File: config.mk
export PLATFORM = sky130hd
export DESIGN_NAME = threshold_segment_pixel_sorter
export DESIGN_NICKNAME = d
export VERILOG_FILES = /design/src/rtl/tsps_pkg.sv /design/src/rtl/tsps_front.sv /design/src/rtl/tsps_fifo.sv /design/src/rtl/tsps_back.sv /design/src/rtl/threshold_segment_pixel_sorter.sv
export VERILOG_INCLUDE_DIRS = /design/src /design/src/rtl
export SDC_FILE = /design/constraint.sdc
export NUM_CORES = 2
export LEC_CHECK = 0
export ABC_AREA = 1
export ABC_CLOCK_PERIOD_IN_PS = 10600
export BUFFER_PORTS_ARGS = -buffer_cell sky130_fd_sc_hd__buf_4
export CORE_ASPECT_RATIO = 1.25
export CORE_UTILIZATION = 40
export DETAILED_ROUTE_END_ITERATION = 10
export PLACE_DENSITY = 0.61
export SETUP_SLACK_MARGIN = 0.1
export SYNTH_ARGS = -nofsm -noshare
export SYNTH_HDL_FRONTEND = slang
export SYNTH_SLANG_ARGS = --single-unit
export TNS_END_PERCENT = 100
File: constraint.sdc
create_clock -name clk -period 10.6 [get_ports clk]
set_input_delay 3.18 -clock clk [delete_from_list [all_inputs] [get_ports clk]]
set_output_delay 3.18 -clock clk [all_outputs]
set_load 0.02 [all_outputs]
File: src/rtl/assert_macros.svh
// Assertion macros used by the asserting RTL file, the top level.
`ifndef ASSERT_MACROS_SVH
`define ASSERT_MACROS_SVH
// Implication checked on every clock edge outside reset.
`define ASSERT_IMP(label, clk, rst_n, ante, cons) \
	label: assert property (@(posedge clk) disable iff (!rst_n) (ante) |-> (cons)) \
		else $error("assertion failed");
// Condition that holds on every clock edge outside reset.
`define ASSERT_ALWAYS(label, clk, rst_n, cond) \
	label: assert property (@(posedge clk) disable iff (!rst_n) (cond)) \
		else $error("assertion failed");
`endif

File: src/rtl/tsps_pkg.sv
// Package: payload types, constants and command word for the pixel sorter.
package tsps_pkg;
	localparam int MaxSegment = 32;
	localparam int CfgIdxW = 2;
	localparam int CfgDataW = 10;
	localparam logic [CfgIdxW-1:0] REG_START_TH = 2'd0;
	localparam logic [CfgIdxW-1:0] REG_STOP_TH = 2'd1;
	localparam logic [CfgIdxW-1:0] REG_MIN_LEN = 2'd2;
	localparam logic [CfgIdxW-1:0] REG_MAX_LEN = 2'd3;

	typedef struct packed {
		logic [7:0] red;
		logic [7:0] green;
		logic [7:0] blue;
		logic [7:0] alpha;
		logic line_end;
		logic start_chance;
		logic stop_chance;
	} in_word_t;

	typedef struct packed {
		logic [7:0] out_red;
		logic [7:0] out_green;
		logic [7:0] out_blue;
		logic [7:0] out_alpha;
		logic out_line_end;
		logic run_last;
	} out_word_t;

	typedef struct packed {
		logic [7:0] red;
		logic [7:0] green;
		logic [7:0] blue;
		logic [7:0] alpha;
	} pixel_t;

	// Command from the classifier to the back end, per decided pixel.
	typedef struct packed {
		pixel_t pix;
		logic append;    // append to segment
		logic flush;     // drain sorted segment first, then emit pix
		logic le;        // emitted pixel carries out_line_end
		logic last;      // last command caused by one input word
	} cmd_t;

	function automatic logic [9:0] bright(input pixel_t p);
		bright = 10'(p.red) + 10'(p.green) + 10'(p.blue);
	endfunction
endpackage

File: src/rtl/tsps_front.sv
// Front end: holds one pixel back, computes neighbour difference, classifies.
module tsps_front #(
	parameter int MAX_SEG = tsps_pkg::MaxSegment,
	localparam int CntW = $clog2(MAX_SEG + 1)
) (
	input  logic clk,
	input  logic arst_n,
	input  logic [9:0] start_th,
	input  logic [9:0] stop_th,
	input  logic [5:0] min_len,
	input  logic [5:0] max_len,
	input  tsps_pkg::in_word_t in_word,
	input  logic in_valid,
	output logic in_ready,
	output tsps_pkg::cmd_t cmd,
	output logic cmd_valid,
	input  logic cmd_ready
);
	tsps_pkg::pixel_t held_q;
	logic [1:0] held_ch_q;
	logic held_v_q;
	logic act_q;
	logic [CntW-1:0] cnt_q;
	// phase 0: decide held pixel; phase 1: decide line-end pixel
	logic phase_q;
	tsps_pkg::pixel_t cur;
	logic [9:0] d;
	logic [5:0] lim;
	logic act_n, endseg;
	logic [1:0] ch;
	tsps_pkg::pixel_t p;
	logic has_next, need_two;

	function automatic logic [8:0] ad(input logic [7:0] a, input logic [7:0] b);
		ad = (a > b) ? 9'(a - b) : 9'(b - a);
	endfunction

	assign cur = '{in_word.red, in_word.green, in_word.blue, in_word.alpha};
	assign d = 10'(ad(held_q.red, cur.red)) + 10'(ad(held_q.green, cur.green))
		+ 10'(ad(held_q.blue, cur.blue));
	assign lim = (max_len > 6'(MAX_SEG)) ? 6'(MAX_SEG) : max_len;
	assign need_two = held_v_q && in_word.line_end;

	always_comb begin
		if (held_v_q && !phase_q) begin
			p = held_q;
			ch = held_ch_q;
			has_next = 1'b1;
		end else begin
			p = cur;
			ch = {in_word.stop_chance, in_word.start_chance};
			has_next = 1'b0;
		end
		act_n = act_q || (ch[0] && has_next && d > start_th);
		endseg = !has_next || (6'(cnt_q) >= lim)
			|| ((6'(cnt_q) > min_len) && (ch[1] || d > stop_th));
		cmd.pix = p;
		cmd.append = act_n && !endseg;
		cmd.flush = act_n && endseg;
		cmd.le = !has_next;
		cmd.last = !(need_two && !phase_q);
	end

	// A command is issued whenever a decision is due for the current word.
	assign cmd_valid = in_valid && (held_v_q || in_word.line_end);
	assign in_ready = (!cmd_valid || cmd_ready) && !(need_two && !phase_q);

	always_ff @(posedge clk or negedge arst_n) begin
		if (!arst_n) begin
			held_v_q <= 1'b0;
			held_ch_q <= '0;
			act_q <= 1'b0;
			cnt_q <= '0;
			phase_q <= 1'b0;
		end else begin
			if (cmd_valid && cmd_ready) begin
				if (cmd.append) begin
					act_q <= 1'b1;
					cnt_q <= cnt_q + 1'b1;
				end else begin
					act_q <= 1'b0;
					cnt_q <= '0;
				end
				if (need_two && !phase_q) phase_q <= 1'b1;
			end
			if (in_valid && in_ready) begin
				phase_q <= 1'b0;
				held_v_q <= !in_word.line_end;
				held_ch_q <= {in_word.stop_chance, in_word.start_chance};
			end
		end
	end

	always_ff @(posedge clk) begin
		if (in_valid && in_ready) held_q <= cur;
	end
endmodule

File: src/rtl/tsps_fifo.sv
// Short command queue between the front and back ends.
module tsps_fifo #(
	parameter int DEPTH = 2,
	localparam int AW = (DEPTH > 1) ? $clog2(DEPTH) : 1
) (
	input  logic clk,
	input  logic arst_n,
	input  tsps_pkg::cmd_t wr_data,
	input  logic wr_valid,
	output logic wr_ready,
	output tsps_pkg::cmd_t rd_data,
	output logic rd_valid,
	input  logic rd_ready
);
	tsps_pkg::cmd_t mem_q [DEPTH];
	logic [AW-1:0] wp_q, rp_q;
	logic [AW:0] cnt_q;
	logic wr, rd;

	assign wr_ready = cnt_q != (AW+1)'(DEPTH);
	assign rd_valid = cnt_q != '0;
	assign wr = wr_valid && wr_ready;
	assign rd = rd_valid && rd_ready;
	assign rd_data = mem_q[rp_q];

	always_ff @(posedge clk or negedge arst_n) begin
		if (!arst_n) begin
			wp_q <= '0;
			rp_q <= '0;
			cnt_q <= '0;
		end else begin
			if (wr) wp_q <= (wp_q == AW'(DEPTH-1)) ? '0 : wp_q + 1'b1;
			if (rd) rp_q <= (rp_q == AW'(DEPTH-1)) ? '0 : rp_q + 1'b1;
			cnt_q <= cnt_q + (AW+1)'(wr) - (AW+1)'(rd);
		end
	end

	always_ff @(posedge clk) begin
		if (wr) mem_q[wp_q] <= wr_data;
	end
endmodule

File: src/rtl/tsps_back.sv
// Back end: insertion chain sorts the segment; drains it and emits words.
module tsps_back #(
	parameter int MAX_SEG = tsps_pkg::MaxSegment,
	localparam int CntW = $clog2(MAX_SEG + 1),
	localparam int SegAW = $clog2(MAX_SEG)
) (
	input  logic clk,
	input  logic arst_n,
	input  tsps_pkg::cmd_t cmd,
	input  logic cmd_valid,
	output logic cmd_ready,
	output tsps_pkg::out_word_t out_word,
	output logic out_valid,
	input  logic out_ready,
	output logic draining
);
	// Sorted chain: entry 0 is dimmest. Each cell decides locally on insert.
	tsps_pkg::pixel_t chain_q [MAX_SEG];
	logic [CntW-1:0] cnt_q;
	logic [CntW-1:0] rd_q;
	logic drain_q;
	logic gt [MAX_SEG];
	logic gt_prev [MAX_SEG];
	tsps_pkg::pixel_t prev [MAX_SEG];
	logic [9:0] key;
	logic ov_load, ov_free;
	tsps_pkg::out_word_t ow;

	assign key = tsps_pkg::bright(cmd.pix);
	always_comb begin
		for (int i = 0; i < MAX_SEG; i++)
			gt[i] = tsps_pkg::bright(chain_q[i]) > key;
		// left neighbour of each cell; cell 0 takes the new pixel
		gt_prev[0] = 1'b0;
		prev[0] = cmd.pix;
		for (int i = 1; i < MAX_SEG; i++) begin
			gt_prev[i] = gt[i-1];
			prev[i] = chain_q[i-1];
		end
	end

	assign ov_free = !out_valid || out_ready;
	assign draining = drain_q;
	// Append needs no output; flush first drains the chain, then emits pix.
	assign cmd_ready = cmd_valid && (cmd.append || (ov_free && drain_q == 1'b0
		&& (!cmd.flush || cnt_q == '0 || rd_q == cnt_q)));
	assign ov_load = ov_free && ((drain_q && rd_q != cnt_q)
		|| (cmd_ready && !cmd.append));

	always_comb begin
		if (drain_q && rd_q != cnt_q) begin
			ow = '{chain_q[rd_q[SegAW-1:0]].red, chain_q[rd_q[SegAW-1:0]].green,
				chain_q[rd_q[SegAW-1:0]].blue, chain_q[rd_q[SegAW-1:0]].alpha,
				1'b0, 1'b0};
		end else begin
			ow = '{cmd.pix.red, cmd.pix.green, cmd.pix.blue, cmd.pix.alpha,
				cmd.le, cmd.last};
		end
	end

	always_ff @(posedge clk or negedge arst_n) begin
		if (!arst_n) begin
			out_valid <= 1'b0;
			cnt_q <= '0;
			rd_q <= '0;
			drain_q <= 1'b0;
		end else begin
			if (ov_load) out_valid <= 1'b1;
			else if (out_ready) out_valid <= 1'b0;
			if (cmd_valid && cmd.append && cmd_ready) cnt_q <= cnt_q + 1'b1;
			if (!drain_q && cmd_valid && cmd.flush && cnt_q != '0 && rd_q == '0)
				drain_q <= 1'b1;
			if (drain_q && ov_free) begin
				if (rd_q != cnt_q) rd_q <= rd_q + 1'b1;
				else drain_q <= 1'b0;
			end
			if (cmd_ready && cmd.flush) begin
				cnt_q <= '0;
				rd_q <= '0;
			end
		end
	end

	always_ff @(posedge clk) begin
		if (ov_load) out_word <= ow;
		if (cmd_valid && cmd.append && cmd_ready) begin
			for (int i = 0; i < MAX_SEG; i++) begin
				if (CntW'(i) == cnt_q || (CntW'(i) < cnt_q && gt[i])) begin
					if (gt_prev[i]) chain_q[i] <= prev[i];
					else chain_q[i] <= cmd.pix;
				end
			end
		end
	end
endmodule

File: src/rtl/threshold_segment_pixel_sorter.sv
// Top level of the threshold segment pixel sorter.
//  channel  | handshake               | payload
//  in       | in_valid / in_ready     | in_word (tsps_pkg::in_word_t)
//  out      | out_valid / out_ready   | out_word (tsps_pkg::out_word_t)
//  cfg      | cfg_we                  | cfg_idx, cfg_data
// Each decided pixel gives one command; a line-end word after a held pixel
// gives two, the held pixel first. A flushing segment starts a drain, reads
// its pixels in order through the single read port of the sorted chain and
// closes the drain before the flush pixel is emitted; joins are absorbed.
// Reset clears all control; the chain needs no clearing pass.
// Either side stalls independently through a two-entry command queue.
`include "assert_macros.svh"
module threshold_segment_pixel_sorter #(
	parameter int MAX_SEGMENT = tsps_pkg::MaxSegment
) (
	input  logic clk,
	input  logic arst_n,
	input  tsps_pkg::in_word_t in_word,
	input  logic in_valid,
	output logic in_ready,
	output tsps_pkg::out_word_t out_word,
	output logic out_valid,
	input  logic out_ready,
	input  logic cfg_we,
	input  logic [tsps_pkg::CfgIdxW-1:0] cfg_idx,
	input  logic [tsps_pkg::CfgDataW-1:0] cfg_data
);
	logic [9:0] start_th_q, stop_th_q;
	logic [5:0] min_len_q, max_len_q;
	tsps_pkg::cmd_t f_cmd, b_cmd;
	logic f_v, f_r, b_v, b_r, draining;

	// register file, to be written only while idle; the block itself does not enforce this
	always_ff @(posedge clk or negedge arst_n) begin
		if (!arst_n) begin
			start_th_q <= '0;
			stop_th_q <= '0;
			min_len_q <= '0;
			max_len_q <= 6'd32;
		end else if (cfg_we) begin
			case (cfg_idx)
				tsps_pkg::REG_START_TH: start_th_q <= cfg_data;
				tsps_pkg::REG_STOP_TH: stop_th_q <= cfg_data;
				tsps_pkg::REG_MIN_LEN: min_len_q <= cfg_data[5:0];
				tsps_pkg::REG_MAX_LEN: max_len_q <= cfg_data[5:0];
				default: ;
			endcase
		end
	end

	tsps_front #(.MAX_SEG(MAX_SEGMENT)) u_front (
		.clk, .arst_n,
		.start_th(start_th_q), .stop_th(stop_th_q),
		.min_len(min_len_q), .max_len(max_len_q),
		.in_word, .in_valid, .in_ready,
		.cmd(f_cmd), .cmd_valid(f_v), .cmd_ready(f_r)
	);

	tsps_fifo #(.DEPTH(2)) u_fifo (
		.clk, .arst_n,
		.wr_data(f_cmd), .wr_valid(f_v), .wr_ready(f_r),
		.rd_data(b_cmd), .rd_valid(b_v), .rd_ready(b_r)
	);

	tsps_back #(.MAX_SEG(MAX_SEGMENT)) u_back (
		.clk, .arst_n,
		.cmd(b_cmd), .cmd_valid(b_v), .cmd_ready(b_r),
		.out_word, .out_valid, .out_ready, .draining
	);

	// output word may not change while stalled
	`ASSERT_IMP(a_out_hold, clk, arst_n, out_valid && !out_ready, ##1 $stable(out_word))
	// queue never pops a join while the chain is draining
	`ASSERT_IMP(a_no_join_drain, clk, arst_n, draining, !(b_r && b_cmd.append))
endmodule

Word level (Yosys, flattened, before mapping)
Memories as Yosys holds them, arrays and structs flattened.
Index checks and enable logic that the tools add are counted.
{ "word_totals": {"word_cells": 688, "ram_bits": 1096, "memories": 2, "inputBits": 52, "out_inout_bits": 36, "reg_bits": 127} }
{ "classes": {"order_cmp": 72, "bitwise": 32, "n_reduce_logical": 129, "muxes": 309, "eq_ne": 37, "addsub": 81} }
{ "memory_table": {"columns": ["memory", "words", "word_bits", "read_ports", "rd_ports_with_merged_regs", "wr", "line_no", "rtl"], "rows": [
  ["u_back.chain_q", 32, 32, 33, 0, 32, "tsps_back.sv:18", "tsps_pkg::pixel_t chain_q [MAX_SEG];"],
  ["u_fifo.mem_q", 2, 36, 1, 0, 1, "tsps_fifo.sv:15", "tsps_pkg::cmd_t mem_q [DEPTH];"]
]} }
{ "op_table": {"columns": ["op", "count"], "rows": [
  ["$mux W32", 32],
  ["$gt A10 B10 Y1", 34],
  ["$add A10 B8 Y10", 33],
  ["$add A8 B8 Y9", 33],
  ["$mux W1", 265],
  ["$eq A5 B6 Y1 const A", 16],
  ["$lt A5 B6 Y1 const A", 16],
  ["$logic_and A1 B1 Y1", 59],
  ["$sub A8 B8 Y9", 6],
  ["$eq A4 B6 Y1 const A", 8],
  ["$lt A4 B6 Y1 const A", 8],
  ["$logic_or A1 B1 Y1", 43],
  ["$mux W6", 7],
  ["$mux W34", 1],
  ["$or A1 B1 Y1", 31],
  ["$mux W9", 3],
  ["$eq A3 B6 Y1 const A", 4],
  ["$gt A8 B8 Y1", 3],
  ["$lt A3 B6 Y1 const A", 4],
  ["$add A6 B1 Y6 const B", 3],
  ["$reduce_bool A2 Y1", 7],
  ["$eq A2 B6 Y1 const A", 2],
  ["$logic_not A6 Y1", 2],
  ["$lt A1 B6 Y1 const A", 2],
  ["other kinds (21)", 38]
]} }

Depth between registers and ports, before layout
{ "logic_depth": {"word_depth": 11, "depth_mapped": 35, "ltp_nobuf": 35} }

Modules after synthesis
Synthesis repeated with hierarchy kept, for this count alone.
{ "unflattened": {"cells_unflattened": 10666, "area_unflattened_um2": 89379.5} }
{ "by_module_without_submodules": {"columns": ["mod", "cells_per_inst", "seq_area_each_um2", "instances", "area_per_inst_um2"], "rows": [
  ["tsps_back", 9513, 32120.8, 1, 79438.7],
  ["tsps_front", 789, 1236.2, 1, 5677.9],
  ["tsps_fifo", 219, 2262.2, 1, 2860.2],
  ["threshold_segment_pixel_sorter", 145, 802.0, 1, 1402.6]
]} }

Worst setup path after synthesis
Ideal clock, no wire load.
{ "synth_timing": {"path_kind": "register -> register", "start": "reg u_fifo.rp_q", "end": "mem u_back.chain_q[1][0] in the netlist's numbering, enable pin", "stages_incl_launch_ff": 29, "t_arrival_ps": 7854, "path_slack_ps": 2276, "t_required_ps": 10130, "n_path_buf": 4, "synth_period_minus_slack_ps": 8324, "setup_time_ps": 470, "cell_sequence": "dfrtp_1 buf_4 clkbuf_1 nand2_1 nand2_1 clkbuf_1 ha_1 fa_1 nand3_1 nand2_1 a21oi_1 nor2_1 nor2_1 xor2_1 inv_1 ha_1 inv_1 nor3_1 nand2_1 o311ai_0 xnor2_1 ha_1 nand2_1 nor2_1 nand4_1 nand3_1 o21ai_2 clkbuf_1 a21boi_0"} }
{ "synth_rtl": {"columns": ["element", "line_no", "rtl"], "rows": [
  ["start, declared", "tsps_fifo.sv:16", "logic [AW-1:0] wp_q, rp_q;"],
  ["start signal, assigned", "tsps_fifo.sv:33", "if (rd) rp_q <= (rp_q == AW'(DEPTH-1)) ? '0 : rp_q + 1'b1;"],
  ["end, declared", "tsps_back.sv:18", null]
]} }

==> results.cfg <==
[floorplanning]
die_h_um = 550
dieWidth_um = 440
die-area_mm2 = 0.242
start_util_pct = 40.4
pin_count = 88
num_rows = 200
core_mm2 = 0.238

[synthesis]
synth_edf_count = 1162
syn_inst = 12200
yosys.area.top_type_share_pct = 36.3
synth.avg_cell_area_um2 = 7.86
ys.flop_type = edfxtp_1
async_flop_share_pct = 4.99
netlist_area_mm2 = 0.0961
yosysTopAreaCell = edfxtp_1
synth.distinct_cells = 51
yosys_warnings = 0
synth_seq_cells = 1223
seq_area_frac_synth_pct = 37.9
netlist_top_cells_area = edfxtp_1 36%, nand2_1 13%, ha_1 12%, a21oi_1 4.6%, nand3_1 4.5%
syn_nets = 13300

[sta]
finalSetupViolCount = 0
max_slew_margin_pct = 16.1
tns_ns = 0
worst_pin_slew_ns = 1.25
rsz0062_at_grt = false
hold_violations = 0
fmax_mhz = 125
post-route-min-period_ns = 7.99
slew_violations = 0
clock_skew_ns = 0.0681
finalCritPeriodShare_pct = 75.3

[clock_tree]
clock_path_buffers = 4
cts-buffers-inserted = 149
clk_pin_slew_ns = 0.06
cts_max_level = 4
clock_latency_ns = 0.86
cts_resized = 0
cts.sinks = 1223
cts_hold_buf = 0
cts_tree = yes
cts_root_buf = clkbuf_16
cts_setup_buffers = 0

[global_routing]
grt_pass1_vias = 85900
antenna_found_initial = 15
grt_max_degree = 150
grt_pass1_wl_mm = 579
grt_use_total_pct = 32.1
gr-total-overflow = 0

[placement]
place_hpwl_mm = 284
place_congestion = 1.01
port_buffers = 87

[critical_path]
cpMostUsedCell = nand2_1
startpoint_type = register
crit_path_max_fanout = 37
reg2reg_slack_ns = 2.61
r2r-end = u_back.chain_q[6][19]$_DFFE_PP_
worstReg2RegStart = u_fifo.rp_q$_DFFE_PN0P_
crit_family = simple AND/OR/NAND/NOR gates
path_buf_inv = 6
path_class = reg -> reg
critPathMaxStageDelay_ns = 0.71
slowest_stage = nand2_1
reg2reg_depth = 28
worstPathRequired_ns = 11.19
critPathCaptureType = register
cp.arrival_ns = 8.57

[finish]
syn_to_final_growth_pct = 8.81
final_cell_mix = 3255 x nand2_1, 1162 x edfxtp_1, 983 x inv_1
layout-drive-gt1-share_pct = 5.16
nets = 13100
final_common_cell = nand2_1

[routing]
antenna_left = 0
via_per_inst = 6.01
drt_iter0_drc = 11800
wl_per_cell_um = 26.2
drt_first_pass_iters = 6
num_vias = 91500
drt_wl_total_mm = 400
drc = 0

[worst_hold_path]
hold_class = reg -> reg
min-delay-start = u_front.held_ch_q[0]$_DFFE_PN0P_
whs_path_depth = 2
holdPathEnd = u_front.held_ch_q[0]$_DFFE_PN0P_

[status]
status = finished clean

[flow_run]
cap_violations = 0
## metal layers
layer / part of all wire, % / track usage [%] / vias up
li1: - / - / 41400
met1: 37 / 40.1 / 43300
met2: 44 / 50.4 / 5438
met3: 9.9 / 5.80 / 1241
met4: 8.3 / 22.2 / 14
met5: 0.025 / 0 / -
## per-stage QoR
stage	std cells	worst slack (ns)	hold WS, ns	utilization (%)	area (um2)
4_1_cts	15200	2.82	0.487	43.9	105000
3_3_place_gp	15000	1.90	0.466	42.0	100000
3_5_place_dp	15000	2.00	0.472	42.0	100000
2_1_floorplan	12200	2.28	0.448	-	96100
6_report	15200	2.61	0.480	43.9	105000
5_1_grt	15200	2.19	0.509	43.9	105000
## registers in the layout, summed over array words and instances, names as in the netlist, 10 cells and up
| signal | count |
|---|---|
| start_th_q | 10 |
| stop_th_q | 10 |
| u_back.chain_q | 1024 |
| u_back.out_word | 34 |
| u_fifo.mem_q | 72 |
| u_front.held_q | 32 |
## worst max-delay path by stage
stage / to / slack, ns / cells past startpoint / startpoint
final: u_back.chain_q[6][19]$_DFFE_PP_ / 2.61 / 28 / u_fifo.rp_q$_DFFE_PN0P_
after CTS: u_back.chain_q[10][14]$_DFFE_PP_ / 2.82 / 29 / u_fifo.rp_q$_DFFE_PN0P_
after floorplan: u_back.chain_q[1][0]$_DFFE_PP_ / 2.28 / 28 / u_fifo.rp_q$_DFFE_PN0P_
after global placement: u_fifo.mem_q[0][3]$_DFFE_PP_ / 1.90 / 32 / in_word[29]
after global routing: u_back.chain_q[16][10]$_DFFE_PP_ / 2.19 / 28 / u_fifo.rp_q$_DFFE_PN0P_
after detailed placement: u_front.cnt_q[5]$_DFFE_PN0P_ / 2.00 / 30 / in_word[29]
## worst reg2reg max path: cells and delay by family, from the launching register on
kind	cells	cell delay (ns)
DFF	1	0.38
xor gates and xnor gates	2	0.54
AOI/OAI and AO/OA	3	0.90
adders and majority gates	3	1.37
and+or+nand+nor	14	2.62
buffers and inverters	6	1.96
## cell families (layout without fill, tap and decap cells)
kind of cell | after synthesis | after routing | synth area share [%]
flops | 1223 | 1223 | 37.9
xor+xnor | 461 | 461 | 4.20
simple gates | 5792 | 5792 | 25.4
fa+ha+maj | 1026 | 1026 | 14.0
other cells | 0 | 5 | 0
compound gates | 2053 | 2053 | 11.7
buf+inv | 1681 | 1536 | 6.85
## cell usage after synthesis, types with 34 or more instances
| library cell | number |
|---|---|
| edfxtp_1 | 1162 |
| inv_1 | 985 |
| nand4_1 | 516 |
| xor2_1 | 296 |
| o21ai_0 | 760 |
| ha_1 | 944 |
| clkbuf_1 | 437 |
| nand3_1 | 860 |
| a21oi_1 | 882 |
| dfrtp_1 | 60 |
| o211ai_1 | 130 |
| xnor2_1 | 165 |
| nand2_1 | 3289 |
| nor3_1 | 111 |
| buf_2 | 207 |
| nor2_1 | 964 |
| o22ai_1 | 120 |
| buf_1 | 34 |
| fa_1 | 82 |
| o311ai_0 | 46 |
## layout make-up
type,instances,area [um2]
flip-flops and latches,1223,36400
clock inverters,73,663
fillers,23700,134000
clock buffers,180,3930
multi-input cells,9332,53600
well taps,3131,3920
diodes,5,12.5
inverters,998,3770
repair buffers,285,2250
Power is not shown: default switching activity piles up to over one toggle a cycle in this logic, so the estimate is an artifact.
